==> src/design/ascii_debug_serial_transmitter_defines.svh <==
// Assertion macros shared by the transmitter modules.
// Each macro expands to one labelled concurrent assertion that is
// clocked on the rising edge and switched off while reset is low.
`ifndef ASCII_DEBUG_SERIAL_TRANSMITTER_DEFINES_SVH
`define ASCII_DEBUG_SERIAL_TRANSMITTER_DEFINES_SVH

// The property must hold at every clock edge outside reset.
`define ADST_ASSERT(lbl, clk, rstn, prop, msg) \
  lbl: assert property (@(posedge clk) disable iff (!rstn) (prop)) else $error(msg);

// The condition must never be seen at a clock edge outside reset.
`define ADST_ASSERT_NEVER(lbl, clk, rstn, cond, msg) \
  lbl: assert property (@(posedge clk) disable iff (!rstn) !(cond)) else $error(msg);

`endif

==> src/design/adst_pkg.sv <==
`timescale 1ns / 1ps

package adst_pkg;

  // Frame shape: start bit, eight data bits, then the stop bits.
  localparam int STOP_BITS  = 2;
  localparam int FRAME_BITS = 9 + STOP_BITS;

  // Register file.
  localparam int ADDR_W        = 3;
  localparam int DATA_W        = 32;
  localparam int BIT_TICKS_RST = 5208;
  localparam logic REG_DEBUG_ENABLE = 1'b0;
  localparam logic REG_BIT_TICKS    = 1'b1;

  // Queue between the classifier and the serialiser.
  localparam int QUEUE_DEPTH = 2;
  localparam int QPTR_W      = (QUEUE_DEPTH > 1) ? $clog2(QUEUE_DEPTH) : 1;
  localparam int QCNT_W      = $clog2(QUEUE_DEPTH + 1);

  typedef enum logic [1:0] {
    FMT_RAW = 2'd0,
    FMT_HEX = 2'd1,
    FMT_DEC = 2'd2
  } fmt_e;

  typedef struct packed {
    logic       request;
    logic [7:0] data_byte;
    logic [1:0] format;
  } in_item_t;

  typedef struct packed {
    logic line_level;
    logic busy_res;
    logic accepted;
  } out_item_t;

  // A tick after classification: whether its request can queue characters,
  // how many, and the characters themselves.
  typedef struct packed {
    logic            takes;
    logic [1:0]      count;
    logic [2:0][7:0] chars;
  } cls_item_t;

  typedef struct packed {
    logic empty;
    logic full;
  } queue_status_t;

endpackage

==> src/design/ascii_debug_serial_transmitter.sv <==
`timescale 1ns / 1ps
// Serial transmitter (8 data bits, no parity, two stop bits, LSB first) with
// hex and decimal ASCII formatting, advanced by one timing tick per input
// transaction. Each input transaction carries request, data_byte and format;
// each one yields exactly one output transaction with the line level for that
// tick, the busy flag and whether the request was taken.
// The input front registers and classifies a transaction (raw byte, two hex
// digits and a space, or three decimal digits), a two-entry queue decouples
// it from the serialiser, and the serialiser writes one result per
// transaction into an output register.
// Throughput is one transaction per cycle while the receiver does not stall;
// the result of a transaction passes the front register and then the queue
// entry before the serialiser loads the output register.
// When the receiver stalls, the output register holds its result, the queue
// fills and then the input is stalled; no result is lost or repeated.
// Reset clears the line to idle, empties the queue, disables debug formats and
// sets bit_ticks to 5208. Registers sit at byte addresses 0 (debug_enable) and
// 4 (bit_ticks); the user writes them only while idle, unchecked by the block.

module ascii_debug_serial_transmitter (
  input  logic                                clk_i,
  input  logic                                rst_ni,
  input  logic                                in_valid_i,
  output logic                                in_stall_o,
  input  adst_pkg::in_item_t                  in_data_i,
  output logic                                out_valid_o,
  input  logic                                out_stall_i,
  output adst_pkg::out_item_t                 out_data_o,
  input  logic                                psel,
  input  logic                                penable,
  input  logic                                pwrite,
  input  logic [adst_pkg::ADDR_W-1:0]         paddr,
  input  logic [adst_pkg::DATA_W-1:0]         pwdata,
  output logic [adst_pkg::DATA_W-1:0]         prdata,
  output logic                                pready
);
  import adst_pkg::*;

  // Configuration registers.
  logic        debug_enable_q, debug_enable_d;
  logic [15:0] bit_ticks_q, bit_ticks_d;
  logic        reg_write;
  logic        reg_index;

  // Front to queue and queue to back.
  queue_status_t queue_status;
  cls_item_t     front_item;
  cls_item_t     queue_item;
  logic          push;
  logic          pop;

  assign pready    = 1'b1;
  assign reg_write = psel & penable & pwrite;
  assign reg_index = paddr[2];

  always_comb begin
    debug_enable_d = debug_enable_q;
    bit_ticks_d    = bit_ticks_q;
    if (reg_write) begin
      case (reg_index)
        REG_DEBUG_ENABLE: debug_enable_d = pwdata[0];
        REG_BIT_TICKS:    bit_ticks_d    = pwdata[15:0];
        default: begin
          debug_enable_d = debug_enable_q;
        end
      endcase
    end
  end

  always_comb begin
    case (reg_index)
      REG_DEBUG_ENABLE: prdata = {{(DATA_W - 1){1'b0}}, debug_enable_q};
      REG_BIT_TICKS:    prdata = {{(DATA_W - 16){1'b0}}, bit_ticks_q};
      default:          prdata = '0;
    endcase
  end

  always_ff @(posedge clk_i or negedge rst_ni) begin
    if (!rst_ni) begin
      debug_enable_q <= 1'b0;
      bit_ticks_q    <= 16'(BIT_TICKS_RST);
    end else begin
      debug_enable_q <= debug_enable_d;
      bit_ticks_q    <= bit_ticks_d;
    end
  end

  // The front classifies each tick and formats its characters.
  adst_front u_front (
    .clk_i          (clk_i),
    .rst_ni         (rst_ni),
    .in_valid_i     (in_valid_i),
    .in_stall_o     (in_stall_o),
    .in_data_i      (in_data_i),
    .debug_enable_i (debug_enable_q),
    .queue_status_i (queue_status),
    .push_o         (push),
    .item_o         (front_item)
  );

  // The queue lets the front keep taking ticks while a result waits.
  adst_queue u_queue (
    .clk_i    (clk_i),
    .rst_ni   (rst_ni),
    .push_i   (push),
    .item_i   (front_item),
    .pop_i    (pop),
    .item_o   (queue_item),
    .status_o (queue_status)
  );

  // The back holds the serialiser state and advances the bit timer.
  adst_back u_back (
    .clk_i          (clk_i),
    .rst_ni         (rst_ni),
    .queue_status_i (queue_status),
    .item_i         (queue_item),
    .pop_o          (pop),
    .bit_ticks_i    (bit_ticks_q),
    .out_valid_o    (out_valid_o),
    .out_stall_i    (out_stall_i),
    .out_data_o     (out_data_o)
  );

endmodule

==> src/design/adst_front.sv <==
`timescale 1ns / 1ps

module adst_front (
  input  logic                clk_i,
  input  logic                rst_ni,
  input  logic                in_valid_i,
  output logic                in_stall_o,
  input  adst_pkg::in_item_t  in_data_i,
  input  logic                debug_enable_i,
  input  adst_pkg::queue_status_t queue_status_i,
  output logic                push_o,
  output adst_pkg::cls_item_t item_o
);
  import adst_pkg::*;

  logic      valid_q, valid_d;
  cls_item_t item_q, item_d;
  logic      load;

  logic [7:0]  b;
  logic [1:0]  hundreds;
  logic [6:0]  rest;
  logic [14:0] tens_prod;
  logic [3:0]  tens;
  logic [3:0]  units;

  function automatic logic [7:0] hex_digit(input logic [3:0] nib);
    logic [7:0] r;
    if (nib > 4'h9) begin
      r = {4'h0, nib} + 8'h37;
    end else begin
      r = {4'h0, nib} + 8'h30;
    end
    return r;
  endfunction

  // Decimal split: hundreds by comparison, tens by a reciprocal multiply
  // that is exact for values below one hundred.
  always_comb begin
    b = in_data_i.data_byte;
    if (b >= 8'd200) begin
      hundreds = 2'd2;
      rest     = 7'(b - 8'd200);
    end else if (b >= 8'd100) begin
      hundreds = 2'd1;
      rest     = 7'(b - 8'd100);
    end else begin
      hundreds = 2'd0;
      rest     = b[6:0];
    end
    tens_prod = 15'(rest) * 15'd205;
    tens      = tens_prod[14:11];
    units     = 4'(rest - 7'(tens) * 7'd10);
  end

  always_comb begin
    item_d = '0;
    case (in_data_i.format)
      FMT_RAW: begin
        item_d.takes    = in_data_i.request;
        item_d.count    = 2'd1;
        item_d.chars[0] = in_data_i.data_byte;
      end
      FMT_HEX: begin
        item_d.takes    = in_data_i.request & debug_enable_i;
        item_d.count    = 2'd3;
        item_d.chars[0] = hex_digit(in_data_i.data_byte[7:4]);
        item_d.chars[1] = hex_digit(in_data_i.data_byte[3:0]);
        item_d.chars[2] = 8'h20;
      end
      FMT_DEC: begin
        item_d.takes    = in_data_i.request & debug_enable_i;
        item_d.count    = 2'd3;
        item_d.chars[0] = {6'b001100, hundreds};
        item_d.chars[1] = {4'h3, tens};
        item_d.chars[2] = {4'h3, units};
      end
      default: begin
        item_d = '0;
      end
    endcase
  end

  assign push_o     = valid_q & ~queue_status_i.full;
  assign in_stall_o = valid_q & queue_status_i.full;
  assign load       = in_valid_i & ~in_stall_o;
  assign item_o     = item_q;

  always_comb begin
    valid_d = valid_q;
    if (load) begin
      valid_d = 1'b1;
    end else if (push_o) begin
      valid_d = 1'b0;
    end
  end

  always_ff @(posedge clk_i or negedge rst_ni) begin
    if (!rst_ni) begin
      valid_q <= 1'b0;
    end else begin
      valid_q <= valid_d;
    end
  end

  always_ff @(posedge clk_i) begin
    if (load) begin
      item_q <= item_d;
    end
  end

endmodule

==> src/design/adst_queue.sv <==
`timescale 1ns / 1ps
`include "ascii_debug_serial_transmitter_defines.svh"

module adst_queue (
  input  logic                    clk_i,
  input  logic                    rst_ni,
  input  logic                    push_i,
  input  adst_pkg::cls_item_t     item_i,
  input  logic                    pop_i,
  output adst_pkg::cls_item_t     item_o,
  output adst_pkg::queue_status_t status_o
);
  import adst_pkg::*;

  cls_item_t entries_q [QUEUE_DEPTH];
  logic [QPTR_W-1:0] wr_ptr_q, wr_ptr_d;
  logic [QPTR_W-1:0] rd_ptr_q, rd_ptr_d;
  logic [QCNT_W-1:0] count_q, count_d;

  function automatic logic [QPTR_W-1:0] next_ptr(input logic [QPTR_W-1:0] p);
    logic [QPTR_W-1:0] r;
    if (p == QPTR_W'(QUEUE_DEPTH - 1)) begin
      r = '0;
    end else begin
      r = p + QPTR_W'(1);
    end
    return r;
  endfunction

  assign status_o.empty = (count_q == '0);
  assign status_o.full  = (count_q == QCNT_W'(QUEUE_DEPTH));
  assign item_o         = entries_q[rd_ptr_q];

  always_comb begin
    wr_ptr_d = push_i ? next_ptr(wr_ptr_q) : wr_ptr_q;
    rd_ptr_d = pop_i ? next_ptr(rd_ptr_q) : rd_ptr_q;
    count_d  = count_q;
    if (push_i && !pop_i) begin
      count_d = count_q + QCNT_W'(1);
    end else if (pop_i && !push_i) begin
      count_d = count_q - QCNT_W'(1);
    end
  end

  always_ff @(posedge clk_i or negedge rst_ni) begin
    if (!rst_ni) begin
      wr_ptr_q <= '0;
      rd_ptr_q <= '0;
      count_q  <= '0;
    end else begin
      wr_ptr_q <= wr_ptr_d;
      rd_ptr_q <= rd_ptr_d;
      count_q  <= count_d;
    end
  end

  always_ff @(posedge clk_i) begin
    if (push_i) begin
      entries_q[wr_ptr_q] <= item_i;
    end
  end

  `ADST_ASSERT_NEVER(a_no_overflow, clk_i, rst_ni, push_i && status_o.full, "push into a full queue")
  `ADST_ASSERT_NEVER(a_no_underflow, clk_i, rst_ni, pop_i && status_o.empty, "pop from an empty queue")

endmodule

==> src/design/adst_back.sv <==
`timescale 1ns / 1ps
`include "ascii_debug_serial_transmitter_defines.svh"

module adst_back (
  input  logic                    clk_i,
  input  logic                    rst_ni,
  input  adst_pkg::queue_status_t queue_status_i,
  input  adst_pkg::cls_item_t     item_i,
  output logic                    pop_o,
  input  logic [15:0]             bit_ticks_i,
  output logic                    out_valid_o,
  input  logic                    out_stall_i,
  output adst_pkg::out_item_t     out_data_o
);
  import adst_pkg::*;

  logic [2:0][7:0] chars_q, chars_d;
  logic [1:0]      chars_left_q, chars_left_d;
  logic [3:0]      bit_index_q, bit_index_d;
  logic [15:0]     tick_count_q, tick_count_d;
  logic            sending_q, sending_d;
  logic            out_valid_q, out_valid_d;
  out_item_t       out_q, out_d;

  logic        take;
  logic [15:0] limit;
  logic [15:0] tick_inc;
  logic [3:0]  bit_inc;
  logic [2:0]  bit_sel;
  logic        level;

  assign pop_o = ~queue_status_i.empty & (~out_valid_q | ~out_stall_i);
  assign limit = (bit_ticks_i == '0) ? 16'd1 : bit_ticks_i;

  always_comb begin
    chars_d      = chars_q;
    chars_left_d = chars_left_q;
    bit_index_d  = bit_index_q;
    tick_count_d = tick_count_q;
    sending_d    = sending_q;
    out_valid_d  = out_valid_q & out_stall_i;
    out_d        = out_q;
    take         = item_i.takes & ~sending_q;
    tick_inc     = '0;
    bit_inc      = '0;
    bit_sel      = '0;
    level        = 1'b1;

    if (pop_o) begin
      if (take) begin
        chars_d      = item_i.chars;
        chars_left_d = item_i.count;
        bit_index_d  = '0;
        tick_count_d = '0;
        sending_d    = 1'b1;
      end

      if (sending_d) begin
        bit_sel = 3'(bit_index_d - 4'd1);
        if (bit_index_d == '0) begin
          level = 1'b0;
        end else if (bit_index_d <= 4'd8) begin
          level = chars_d[0][bit_sel];
        end else begin
          level = 1'b1;
        end
      end

      out_valid_d      = 1'b1;
      out_d.line_level = level;
      out_d.busy_res   = sending_d;
      out_d.accepted   = take;

      if (sending_d) begin
        tick_inc = tick_count_d + 16'd1;
        bit_inc  = bit_index_d + 4'd1;
        if (tick_inc >= limit) begin
          tick_count_d = '0;
          bit_index_d  = bit_inc;
          if (bit_inc >= 4'(FRAME_BITS)) begin
            bit_index_d  = '0;
            chars_d[0]   = chars_d[1];
            chars_d[1]   = chars_d[2];
            chars_d[2]   = '0;
            chars_left_d = chars_left_d - 2'd1;
            if (chars_left_d == '0) begin
              sending_d = 1'b0;
            end
          end
        end else begin
          tick_count_d = tick_inc;
        end
      end
    end
  end

  always_ff @(posedge clk_i or negedge rst_ni) begin
    if (!rst_ni) begin
      chars_q      <= '0;
      chars_left_q <= '0;
      bit_index_q  <= '0;
      tick_count_q <= '0;
      sending_q    <= 1'b0;
      out_valid_q  <= 1'b0;
    end else begin
      chars_q      <= chars_d;
      chars_left_q <= chars_left_d;
      bit_index_q  <= bit_index_d;
      tick_count_q <= tick_count_d;
      sending_q    <= sending_d;
      out_valid_q  <= out_valid_d;
    end
  end

  always_ff @(posedge clk_i) begin
    out_q <= out_d;
  end

  assign out_valid_o = out_valid_q;
  assign out_data_o  = out_q;

  `ADST_ASSERT(a_idle_no_chars, clk_i, rst_ni, !sending_q |-> (chars_left_q == '0), "idle with characters left")
  `ADST_ASSERT_NEVER(a_bit_range, clk_i, rst_ni, bit_index_q >= 4'(FRAME_BITS), "bit index beyond frame")
  `ADST_ASSERT(a_accept_busy, clk_i, rst_ni, (out_valid_q && out_q.accepted) |-> out_q.busy_res, "taken request not busy")

endmodule

==> config.mk <==
export PLATFORM = sky130hd
export DESIGN_NAME = ascii_debug_serial_transmitter
export DESIGN_NICKNAME = d
export VERILOG_FILES = /design/src/design/adst_pkg.sv /design/src/design/ascii_debug_serial_transmitter.sv /design/src/design/adst_front.sv /design/src/design/adst_queue.sv /design/src/design/adst_back.sv
export VERILOG_INCLUDE_DIRS = /design/src /design/src/design
export SDC_FILE = /design/constraint.sdc
export NUM_CORES = 1
export LEC_CHECK = 0
export BUFFER_PORTS_ARGS = -buffer_cell sky130_fd_sc_hd__buf_2
export CAP_MARGIN = 20
export CORE_MARGIN = 10
export CORE_UTILIZATION = 55
export CTS_BUF_LIST = sky130_fd_sc_hd__clkbuf_8
export DETAILED_ROUTE_END_ITERATION = 10
export GPL_TIMING_DRIVEN = 1
export HOLD_SLACK_MARGIN = 0.05
export PLACE_DENSITY = 0.75
export SETUP_SLACK_MARGIN = 0.2
export SYNTH_ARGS = -nofsm -noshare
export SYNTH_HDL_FRONTEND = slang
export SYNTH_SLANG_ARGS = --single-unit
==> constraint.sdc <==
create_clock -name clk_i -period 5.6 [get_ports clk_i]
set_clock_uncertainty 0.15 [all_clocks]
set_input_delay 1.12 -clock clk_i [delete_from_list [all_inputs] [get_ports clk_i]]
set_output_delay 1.12 -clock clk_i [all_outputs]
set_load 0.05 [all_outputs]
# == Word-level counts from Yosys, hierarchy flattened ==
# Memories as Yosys holds them, arrays and structs flattened.
# Index checks and enable logic that the tools add are counted.
# word_totals
register_bits,100
ramBits,54
in_bits,53
out_inout_bits,38
word_cells,131
n_memories,1
# mem_list
name,depth,width,read_ports,rd_clocked_by_memory_dff,write_ports,line,text
u_queue.entries_q,2,27,1,0,1,adst_queue.sv:15,cls_item_t entries_q [QUEUE_DEPTH];
# op_classes
n_addsub,15
n_mul,2
n_lt_le_gt_ge,8
n_eq_ne,3
n_mux,49
bitwise_logic,17
n_reduce_logical,14
# ops
cell,count
two-way mux 24 bit,5
two-way mux 16 bit,5
one-hot mux 32 bit (2 select lines),1
"adder 4 x 6 -> 7 bit, second input constant",4
one-hot mux 14 bit (2 select lines),1
one-hot mux 8 bit (3 select lines),1
two-way mux 4 bit,5
two-way mux 1 bit,17
"adder 16 x 1 -> 16 bit, second input constant",1
greater-or-equal comparator 16 bit,1
zero test 16 bit,1
two-way mux 2 bit,8
two-way mux 8 bit,2
"multiplier 7 x 8 -> 15 bit, second input constant",1
two-way mux 7 bit,2
"subtractor 7 bit, second input constant",2
bitwise AND 1 bit,9
"greater-or-equal comparator 8 x 7 -> 1 bit, second input constant",1
"greater-or-equal comparator 8 bit, second input constant",1
"> comparator 4 bit, second input constant",2
inverter 1 bit,7
zero test 2 bit,3
one-hot mux 3 bit (2 select lines),1
"adder 4 x 1 -> 4 bit, second input constant",1
other kinds (19),26

# == Longest topological paths before layout ==
# Gate-level depths: netlist (run 1).
# logic_depth
depth_word,10
depth_mapped,25
mapped_depth_nobuf,25

# == Modules after synthesis ==
# A second synthesis (run 1) with hierarchy kept.
# hier_totals
cells_unflattened,845
area_unflattened_um2,9417.8
# modules_own_cells
mod,n_inst,cells_per_inst,area_each_um2,seq_area_each_um2
adst_back,1,401,3634.7,1291.2
adst_front,1,270,2591.2,715.7
adst_queue,1,100,2234.6,1721.7
ascii_debug_serial_transmitter,1,74,957.2,431.7

# == Worst setup path before layout (run 1) ==
# No wires, ideal clock.
# synth_timing
path_kind,input -> register
start,input in_data_i[6] (netlist name)
end,"register u_front.item_q, in the netlist u_front.item_o[19] (data pin)"
setup_time_ns,0.261
arrival_time_ns,6.424
slack_ns,-1.235
path_stages,25
cell_sequence,inv_1 -> ha_1 -> o21ai_2 -> a31oi_1 -> o21ai_0 -> a21oi_1 -> a21o_1 -> xnor2_1 -> ha_1 -> fa_1 -> ha_1 -> inv_1 -> fa_1 -> inv_1 -> ha_1 -> o211a_1 -> o21ai_1 -> nor3b_1 -> a211oi_1 -> o311ai_4 -> ha_1 -> fa_1 -> xor2_1 -> xnor2_1 -> mux2i_1
# synth_rtl
item,line,text
start: declaration,ascii_debug_serial_transmitter.sv:25,"input adst_pkg::in_item_t in_data_i,"
end signal: assignment,adst_front.sv:108,item_q <= item_d;
end: declaration,adst_front.sv:17,"cls_item_t item_q, item_d;"

==> reports/qor.yml, run 1 <==
min_period_over_period_pct: 111
hold_path_class: "register to register"
viasPerCell: 5.66
drc: 0
place_congestion: 0.833
grt_pass1_vias: 6341
syn_area_um2: 8580
path_class: "input port to register"
grt_overflow: 0
violations: "negative setup slack"
antenna_found_initial: 0
arrival_ns: 6.35
num_rows: 45
antennaDiodeCount: 0
ys_types: 72
crit_fanout: 4
drive_gt1_share_pct: 29.5
switchingPower_mw: 1.78
power_density_nw_per_um2: 450
synth-seq-area-share_pct: 45.7
period_minus_slack_ns: 6.20
totalNegativeSetupSlack_ns: -1.29
synth.avg_cell_area_um2: 11.0
rsz0062_at_grt: "true"
sw_frac_of_total_pct: 37.9
synth-seq-cells: 142
p_leak_nw: 4.69
dieArea_um2: 21000
critPathCaptureType: "register"
relSlewSlack_pct: 31.5
fmax_mhz: 161
synth_cells: 778
drtAntennaViolNets: 0
required_ns: 5.75
setup_violations: 4
ys.flop_type: "edfxtp_1"
synth_edf_count: 72
synthArstFlopShare_pct: 49.3
ios: 91
syn_to_final_growth_pct: 21.3
dpl.hpwl_um: 14000
dr.first_iter.drc_count: 414
p_int_mw: 2.91
design.core.area_um2: 15300
whs_ns: 0.288
ir_drop_mv: 0.415
drt_pass1_iterations: 5
grt_max_degree: 71
die_w_um: 145
dr_total_vias: 6342
synth_warnings: 0
tritoncts: "done"
clk_pin_slew_worst_paths_ns: 0.08
numClockSinks: 142
h-tree-depth: 4
grt_usage_pct: 17.6
comb_power_share_pct: 45.5
cts_root_buffer: "clkbuf_8"
grt_first_pass_wirelength_um: 31100
drv_cap: 0
power_frac_seq_pct: 34.6
initial_utilization_pct: 56.3
hold_viol_final: 0
routed_wl_um: 19500
fill_cells: 1039
cts_max_path_buffers: 2
status: "finished, violations left"
start_kind: "input port"
drv_slew: 0
worst_slew_pin_slew_ns: 1.03
clock_latency_ns: 0.46
wl_per_cell_um: 17.4
die_y_um: 145
setup_ws_ns: -0.600
port_buffers: 55
pwr-share-clk_pct: 19.9
cts_buffers: 17
finalNetCount: 1034
[sequential cells by signal, summed over array words and instances (netlist names)]
name	count
u_queue.entries_q	46
bit_ticks_q	16
u_queue.wr_ptr_q	1
u_queue.count_q	2
u_front.item_o	23
u_front.valid_q	1
u_back.out_data_o	3
u_back.tick_count_q	16
u_queue.rd_ptr_q	1
u_back.out_valid_o	1
debug_enable_q	1
u_back.chars_q	24
u_back.sending_q	1
u_back.chars_left_q	2
u_back.bit_index_q	4
[timing repair]
action                     in CTS  in global routing
resized for setup              27                 39
hold buffers                    0                  0
setup endpoints to repair       7                  7
pin swaps                      17                 25
buffers inserted                8                  7
[critical path, stage by stage]
cell	delay (ns)
buf_8	0.08
clkinvlp_4	0.15
ha_4	0.21
o21ai_4	0.16
a31oi_4	0.06
o21ai_2	0.18
a21oi_1	0.06
a21o_1	0.21
xnor2_2	0.27
ha_4	0.26
fa_1	0.48
ha_1	0.29
inv_1	0.04
fa_1	0.49
inv_2	0.05
ha_4	0.25
o211a_1	0.17
o21ai_4	0.07
nor3b_4	0.15
a211oi_2	0.30
o311ai_4	0.17
ha_4	0.20
fa_2	0.37
xor2_2	0.16
xnor2_1	0.19
mux2i_1	0.20
[path summary, 6_finish.rpt]
kind | to | startpoint | cells after the start | slack [ns]
setup / recovery | u_front.item_o[19] | in_data_i[6] | 26 | -0.60
hold / removal | u_queue.entries_q[1][7] | u_front.item_o[7] | 0 | 0.29
setup reg to reg | u_back.tick_count_q[13] | u_queue.rd_ptr_q | 16 | 0.69
hold reg to reg | u_queue.entries_q[1][7] | u_front.item_o[7] | 0 | 0.29
max in group asynchronous | u_back.tick_count_q[2] | rst_ni | 2 | 3.96
min in group asynchronous | u_back.chars_q[3] | rst_ni | 2 | 0.72
[layout by cell type (no fill, tap or decap), types with 8 or more instances in the layout]
cell type / count
a21oi_1: 23
ha_4: 13
inv_1: 56
ha_1: 59
and2_1: 27
nand3_1: 12
xnor2_1: 18
mux2i_1: 29
nor2_1: 50
a22o_1: 17
mux2_2: 19
nand2_1: 41
o21ai_0: 19
conb_1: 17
a21o_1: 9
buf_2: 53
nor3_1: 8
buf_4: 70
a211oi_1: 13
clkbuf_8: 17
and3_1: 9
edfxtp_1: 72
a221o_1: 11
fa_1: 8
dfrtp_1: 65
[area by class of cell]
| class | count | area, um^2 | share of cell area (%) |
|---|---|---|---|
| Timing Repair Buffer | 130 | 886 | 8.51 |
| Inverter | 62 | 243 | 2.33 |
| Tap cell | 211 | 264 | 2.54 |
| Clock buffer | 17 | 234 | 2.25 |
| Multi-Input combinational cell | 543 | 4640 | 44.6 |
| Clock inverter | 15 | 221 | 2.13 |
| Sequential cell | 142 | 3920 | 37.7 |
[layer usage]
metal	up-vias	global-route usage (%)	routed length, um
met5	-	0	0
met4	0	5.82	384
met3	34	3.45	819
met2	196	30.3	10000
met1	3097	21.5	8250
li1	3015	-	-
[power by group through the flow]
stage / Sequential (mW) / Clock (mW) / Combinational (mW)
4_1_cts: 1.62 / 0.944 / 1.94
3_5_place_dp: 1.64 / 0 / 1.85
6_report: 1.62 / 0.933 / 2.13
2_1_floorplan: 1.60 / 0 / 1.35
3_3_place_gp: 1.62 / 0 / 1.75
5_1_grt: 1.66 / 0.999 / 2.32
[synth_stat cells (7+ instances only)]
master	number	area [um^2]
a211oi_1	15	113
a21o_1	9	67.6
a21oi_1	26	130
a221o_1	11	110
a22o_1	17	149
and2_1	27	169
and3_1	9	56.3
buf_2	11	55.1
buf_4	18	135
clkbuf_1	14	52.6
dfrtp_1	65	1630
edfxtp_1	72	2160
fa_1	9	180
ha_1	76	951
inv_1	61	229
mux2_2	20	225
mux2i_1	30	300
nand2_1	43	161
nand3_1	13	65.1
nand4_1	7	43.8
nor2_1	54	203
nor3_1	11	55.1
o21ai_0	26	130
o21ai_1	7	35.0
o31ai_1	9	67.6
xnor2_1	21	184
xor2_1	8	70.1
[cell families after synthesis]
kind of cell    Yosys count  synth area share (%)
xor+xnor                 29                  2.96
fa+ha+maj                85                  13.2
simple gates            202                  12.1
compound gates          158                  13.4
mux                      52                  6.65
flops                   142                  45.7
buf+inv                 108                  5.96
other cells               2                0.0875
[through the flow]
| stage | utilization, % | instance area [um^2] | worst slack, ns | power, mW | std cells |
|---|---|---|---|---|---|
| 4_1_cts | 66.4 | 10100 | -0.619 | 4.51 | 1111 |
| 3_3_place_gp | 62.1 | 9470 | -1.03 | 3.37 | 1071 |
| 2_1_floorplan | - | 8750 | -0.781 | 2.95 | 793 |
| 3_5_place_dp | 62.1 | 9470 | -1.28 | 3.49 | 1071 |
| 6_report | 68.2 | 10400 | -0.600 | 4.68 | 1120 |
| 5_1_grt | 68.2 | 10400 | -0.721 | 4.98 | 1120 |
Power figures use the tool's default switching activity.
==> run 2, diff against run 1 <==
--- a/config.mk
+++ b/config.mk
@@ -9,12 +9,10 @@
 export BUFFER_PORTS_ARGS = -buffer_cell sky130_fd_sc_hd__buf_2
 export CAP_MARGIN = 20
 export CORE_MARGIN = 10
-export CORE_UTILIZATION = 55
-export CTS_BUF_LIST = sky130_fd_sc_hd__clkbuf_8
+export CORE_UTILIZATION = 45
 export DETAILED_ROUTE_END_ITERATION = 10
 export GPL_TIMING_DRIVEN = 1
 export HOLD_SLACK_MARGIN = 0.05
-export PLACE_DENSITY = 0.75
 export SETUP_SLACK_MARGIN = 0.2
 export SYNTH_ARGS = -nofsm -noshare
 export SYNTH_HDL_FRONTEND = slang
==> run 2 against run 1 <==
The run still ends with negative setup slack left. Utilization is 12 points lower. Register-to-register slack better by 0.24 ns. Critical path depth down 1. Non-clock buffer count grew 4. First-iteration DRC count decreased by 34%. Sequential power barely moved. Wire length is 3.4% lower. Worst setup slack improved by 0.088 ns. Worst hold slack better by 0.0059 ns. Critical path type unchanged. Critical endpoint unchanged. Highest routed layer unchanged.
==> reports/qor.yml, run 2 (same netlist as run 1, synthesis figures left out) <==
status: "finished, violations left"
violations: "negative setup slack"
design.core.area_um2: 18800  # +23%
grt_max_degree: 66  # -7.0%
slowest_delay_ns: 0.47  # -0.02 ns
clock_latency_ns: 0.42  # -0.04 ns
period_minus_slack_ns: 6.11  # -0.0877 ns
drtAntennaViolNets: 0  # unchanged
start_kind: "input port"
dr.first_iter.drc_count: 273  # -34%
drv_slew: 0  # unchanged
routed_wl_um: 18800  # -3.4%
drc: 0  # unchanged
crit_fanout: 6  # +2
hold_path_class: "register to register"
p_leak_nw: 4.75  # +1.3%
postLayoutCoreUtil_pct: 56.0  # -12 points
min_period_over_period_pct: 109  # -1.6 points
grt_pass1_vias: 6325  # -0.25%
die_w_um: 158  # +9.1%
place_congestion: 0.837  # +0.52%
setup_violations: 4  # unchanged
setup_ws_ns: -0.513  # +0.0877 ns
ir_drop_mv: 0.367  # -12%
hold_viol_final: 0  # unchanged
power_density_nw_per_um2: 453  # +0.73%
grt_overflow: 0  # unchanged
arrival_ns: 6.12  # -0.23 ns
fill_cells: 1606  # +55%
largest_reg_flops: 46  # unchanged
cts_buffers: 17  # unchanged
syn_to_final_growth_pct: 22.5
drive_gt1_share_pct: 29.1  # -0.35 points
grt_busiest_layer: "met2"
viasPerCell: 5.38  # -5.0%
totalNegativeSetupSlack_ns: -1.29  # +0.00195 ns
die_y_um: 158  # +9.1%
postCtsHoldBufs: 0  # unchanged
rsz0062_at_grt: "true"
final_cell_mix: "buf_4 (73), edfxtp_1 (72), dfrtp_1 (65)"
cts_max_path_buffers: 2  # unchanged
tritoncts: "done"
wl_per_cell_um: 16.4  # -5.6%
port_buffers: 55  # unchanged
use_met1_pct: 19.6  # -2.0 points
initial_utilization_pct: 45.7  # -11 points
critPathTopFamily: "adder cells"
num_rows: 50  # +11%
critPathCaptureType: "register"
grt_usage_pct: 15.3  # -2.3 points
slowest_stage: "fa_1"
clk_pin_slew_worst_paths_ns: 0.05  # -0.03 ns
path_class: "input port to register"
finalNetCount: 1038  # +0.39%
required_ns: 5.61  # -0.14 ns
h-tree-depth: 4  # unchanged
layout_commonest_cell: "buf_4"
grtUsageMet2_pct: 25.2  # -5.2 points
use_met3_pct: 2.90  # -0.54 points
antenna_found_initial: 0  # unchanged
grt_first_pass_wirelength_um: 31100  # about the same
fmax_mhz: 164  # +1.4%
antennaDiodeCount: 0  # unchanged
path_buf_inv: 4  # unchanged
r2r_cells: 16  # unchanged
largest-register: "u_queue.entries_q"
drv_cap: 0  # unchanged
dr_total_vias: 6170  # -2.7%
relSlewSlack_pct: 36.8  # +5.3 points
drt_pass1_iterations: 6  # +1
hold_depth: 0  # unchanged
cts_root_buffer: "clkbuf_16"
numClockSinks: 142  # unchanged
worst_slew_pin_slew_ns: 0.948  # -0.0799 ns
dpl.hpwl_um: 14100  # +0.77%
crit_cells: 25  # -3.8%
cpMostUsedCell: "ha_1"
ios: 91  # unchanged
dieArea_um2: 25000  # +19%
post-place-ws_ns: -1.17  # +0.103 ns
## run 2: cell count changes in the layout (fill, tap and decap cells not counted), sizes merged
| cell | before | now |
|---|---|---|
| clkbuf | 17 | 18 |
| clkinvlp | 4 | 5 |
| buf | 130 | 134 |
| clkinv | 0 | 10 |
| bufinv | 4 | 0 |
| inv | 69 | 61 |
## run 2: per-layer routing
metal | part of all wire (%) | wire length (um)
met1 | 45 | 8480
met2 | 50 | 9360
met3 | 3.7 | 692
met4 | 1.7 | 318
met5 | 0 | 0
## run 2: per-stage QoR
stage | power, mW | instance area, um^2 | cells | hold slack [ns]
floorplan | 2.95 | 8750 | 793 | 0.271
global placement | 3.41 | 9510 | 1097 | 0.275
detailed placement | 3.50 | 9520 | 1098 | 0.284
CTS | 4.69 | 10300 | 1140 | 0.294
global route | 5.08 | 10500 | 1147 | 0.296
finish | 4.77 | 10500 | 1147 | 0.294
## run 2: where the power goes
group	total (mW)	internal [mW]	switching, mW
Clock	1.02	0.589	0.430
Combinational	2.13	0.984	1.15
Sequential	1.62	1.45	0.170
Total	4.77	3.02	1.75
## run 2: final timing paths
kind                                   start                 endpoint  slack, ns
max in group asynchronous             rst_ni   u_back.tick_count_q[1]       3.86
min                        u_front.item_o[0]  u_queue.entries_q[0][0]       0.29
max reg2reg                 u_queue.rd_ptr_q  u_back.tick_count_q[12]       0.93
min in group asynchronous             rst_ni       u_back.out_valid_o       0.37
min reg2reg                u_front.item_o[0]  u_queue.entries_q[0][0]       0.29
max                             in_data_i[7]       u_front.item_o[19]      -0.51
## run 2: worst register-to-register path, cell delays in order (launching register included)
cell and delay [ns]:
dfrtp_1 0.36, mux2i_1 0.22, or2_1 0.32, and2_1 0.25, ha_1 0.27, nand4_1 0.24, nor3_1 0.36, xnor2_1 0.18
nor2_1 0.06, ha_1 0.32, nand4_1 0.15, nor3_1 0.26, o21ai_0 0.14, a21oi_2 0.32, or2_1 0.49, nor3_1 0.20
a22o_1 0.28
## run 2: layout make-up
class,count,area (um^2),area share (%)
Tap cell,234,293,2.78
Multi-Input combinational cell,543,4590,43.6
Clock inverter,14,93.8,0.893
Sequential cell,142,3920,37.3
Timing Repair Buffer,134,927,8.82
Clock buffer,18,450,4.28
Inverter,62,243,2.31
## run 2: what timing repair did
item,4_1_cts,5_1_grt
buffers inserted,10,5
resized for setup,37,23
pin swaps,22,16
endpoints found under the setup margin,7,8
==> run 3, diff against run 2 <==
--- a/config.mk
+++ b/config.mk
@@ -6,7 +6,8 @@
 export SDC_FILE = /design/constraint.sdc
 export NUM_CORES = 1
 export LEC_CHECK = 0
-export BUFFER_PORTS_ARGS = -buffer_cell sky130_fd_sc_hd__buf_2
+export ABC_AREA = 1
+export BUFFER_PORTS_ARGS = -buffer_cell sky130_fd_sc_hd__buf_4
 export CAP_MARGIN = 20
 export CORE_MARGIN = 10
 export CORE_UTILIZATION = 45
==> run 3 against run 2 <==
The flow now finishes without violations. Clock power grew 5%. Die area rose by 2.1%. Final cell count increased by 25%. Highest routed layer unchanged. Register-to-register slack hardly changed. Total power is 14% higher. Utilization up 0.63 points.
==> reports/qor.yml, run 3 <==
period_minus_slack_ns: 5.59  # -0.521 ns
top_layer: "met4"
antenna_found_initial: 0  # unchanged
fmax_mhz: 179  # +9.3%
place_congestion: 0.826  # -1.3%
worst_r2r_endpoint: "u_back.chars_q[9]"
dr.first_iter.drc_count: 303  # +11%
wl_per_cell_um: 13.8  # -16%
synth_top_area_cell: "edfxtp_1"
antennaDiodeCount: 0  # unchanged
p_leak_nw: 5.26  # +11%
cpMostUsedCell: "nand2_1"
arrival_ns: 5.61  # -0.51 ns
power_density_nw_per_um2: 497  # +9.6%
clk_pin_slew_worst_paths_ns: 0.06  # about the same
syn_to_final_growth_pct: 24.6
synth_edf_count: 72  # unchanged
ys_types: 50  # -31%
dr_wl_met3_um: 686  # -0.87%
num_rows: 51  # +2.0%
slowest_stage: "fa_1"
ir_drop_mv: 0.470  # +28%
rsz0062_at_grt: "true"
critPathCaptureType: "register"
r2r_start: "u_queue.rd_ptr_q"
die_w_um: 160  # +1.1%
syn_area_um2: 8790  # +2.4%
hold_viol_final: 0  # unchanged
synth.avg_cell_area_um2: 8.50  # -23%
hold_path_class: "register to register"
viasPerCell: 4.86  # -9.6%
relSlewSlack_pct: 34.0  # -2.7 points
finalInstanceArea_um2: 11000  # +4.2%
m1WireLength_um: 10100  # +19%
synth-seq-cells: 142  # unchanged
dieArea_um2: 25500  # +2.1%
largest_reg_flops: 46  # unchanged
drtAntennaViolNets: 0  # unchanged
ys.flop_type: "edfxtp_1"
port_buffers: 55  # unchanged
drt_pass1_iterations: 5  # -1
final_cell_mix: "nand2_1 (231), inv_1 (134), buf_4 (130)"
synth_warnings: 0  # unchanged
drv_cap: 0  # unchanged
synthTopCellsByArea: "edfxtp_1 (25%), dfrtp_1 (18%), ha_1 (11%)"
status: "completed"
r2r_cells: 27  # +11
routed_wl_um: 19800  # +5.2%
worst_slew_pin_slew_ns: 0.987  # +0.0385 ns
slowest_delay_ns: 0.49  # +0.02 ns
layout_commonest_cell: "nand2_1"
clock_latency_ns: 0.41  # about the same
hold_depth: 0  # unchanged
setup_violations: 0  # -4
required_ns: 5.62  # about the same
whs_ns: 0.288  # -0.00599 ns
reg2reg_slack_ns: 0.93  # about the same
wl_met2_um: 8810  # -5.9%
synth_cells: 1034  # +33%
synthArstFlopShare_pct: 49.3  # unchanged
design.core.area_um2: 19300  # +3.0%
grt_overflow: 0  # unchanged
path_class: "input port to register"
ios: 91  # unchanged
min_to: "u_queue.entries_q[1][11]"
numClockSinks: 142  # unchanged
largest-register: "u_queue.entries_q"
placed_area_um2: 9980  # +4.8%
total_power_mw: 5.44  # +14%
grt_pass1_vias: 6825  # +7.9%
die_y_um: 160  # +1.1%
dpl.hpwl_um: 14400  # +2.6%
initial_utilization_pct: 45.5  # -0.26 points
hp-start: "u_front.item_o[11]"
grt_usage_pct: 15.7  # +0.44 points
h-tree-depth: 4  # unchanged
yosysMostFrequentCell: "nand2_1"
drc: 0  # unchanged
grt_first_pass_wirelength_um: 33700  # +8.5%
crit_fanout: 6  # unchanged
tritoncts: "done"
finalNetCount: 1297  # +25%
synth-seq-area-share_pct: 44.6  # -1.1 points
cts_root_buffer: "clkbuf_16"
dr_total_vias: 6985  # +13%
start_kind: "input port"
cts_max_path_buffers: 2  # unchanged
synth_top_area_share_pct: 24.6  # -0.60 points
drv_slew: 0  # unchanged
cts_buffers: 17  # unchanged
min_period_over_period_pct: 99.8  # -9.3 points
grt_max_degree: 71  # +7.6%
synthTopCellsByCount: "nand2_1 (239), inv_1 (144), nor2_1 (96)"
drive_gt1_share_pct: 22.1  # -7.0 points
## run 3: cell count changes in the layout (fill, tap and decap cells not counted), sizes merged, moves of 25 or more
cell	previous run	this run
inv	61	149
o21ai	35	76
nor2	55	100
and2	28	0
mux2i	30	5
a21oi	26	58
nand2	43	246
## run 3: metrics by stage
| step | cells | TNS, ns | utilization [%] | setup slack, ns |
|---|---|---|---|---|
| finish | 1437 | 0 | 56.6 | 0.00853 |
| global route | 1437 | -0.346 | 56.6 | -0.244 |
| CTS | 1437 | 0 | 56.5 | 0.0217 |
| detailed placement | 1392 | -1.28 | 51.6 | -0.581 |
| global placement | 1392 | -1.18 | 51.6 | -0.560 |
| floorplan | 1049 | -0.244 | - | -0.157 |
## run 3: how the worst max path moves through the flow
stage	from	end	slack, ns	cells after the start
floorplan	in_data_i[6]	u_front.item_o[19]	-0.16	29
global placement	in_data_i[5]	u_front.item_o[19]	-0.56	32
global route	in_data_i[6]	u_front.item_o[19]	-0.24	30
CTS	in_data_i[6]	u_front.item_o[19]	0.02	30
detailed placement	in_data_i[6]	u_front.item_o[19]	-0.58	32
finish	in_data_i[6]	u_front.item_o[19]	0.009	30
## run 3: layout make-up
class | count | area, um^2
Sequential cell | 142 | 3920
Tap cell | 265 | 332
Multi-Input combinational cell | 712 | 4540
Fill cell | 1739 | 8380
Inverter | 152 | 584
Clock buffer | 20 | 437
Clock inverter | 12 | 120
Timing Repair Buffer | 134 | 1020
## run 3: critical path, delay by kind of cell
kind	cells	cell delay [ns]
compound gates	2	0.42
xor+xnor	1	0.23
fa+ha+maj	8	2.45
buf+inv	6	0.43
simple gates	13	0.97
## run 3: report_power, final
| group | switching (mW) | internal [mW] | leakage (nW) | total (mW) |
|---|---|---|---|---|
| clock | 0.416 | 0.651 | 0.279 | 1.07 |
| sequential | 0.151 | 1.49 | 1.56 | 1.64 |
| combinational | 1.64 | 1.09 | 3.42 | 2.73 |
## run 3: layer usage
metal  track usage [%]  vias to the layer above
met1              21.7                     3218
met2              24.7                      112
met4              4.42                        0
li1                  -                     3633
met3              2.88                       22
met5                 0                        -
## run 3: cell families after synthesis
| group | after synthesis | synth area share (%) |
|---|---|---|
| DFF | 142 | 44.6 |
| buffers and inverters | 195 | 9.32 |
| other | 2 | 0.0854 |
| xor gates and xnor gates | 17 | 1.69 |
| muxes | 5 | 0.569 |
| AOI/OAI and AO/OA | 175 | 11.2 |
| and+or+nand+nor | 413 | 19.6 |
| adders and majority gates | 85 | 12.9 |
## run 3: what timing repair did
action	in CTS	in global routing
gates resized for setup	53	6
endpoints found under the setup margin	2	2
pin swaps	35	5
hold buffers	0	0
setup buffers	13	0
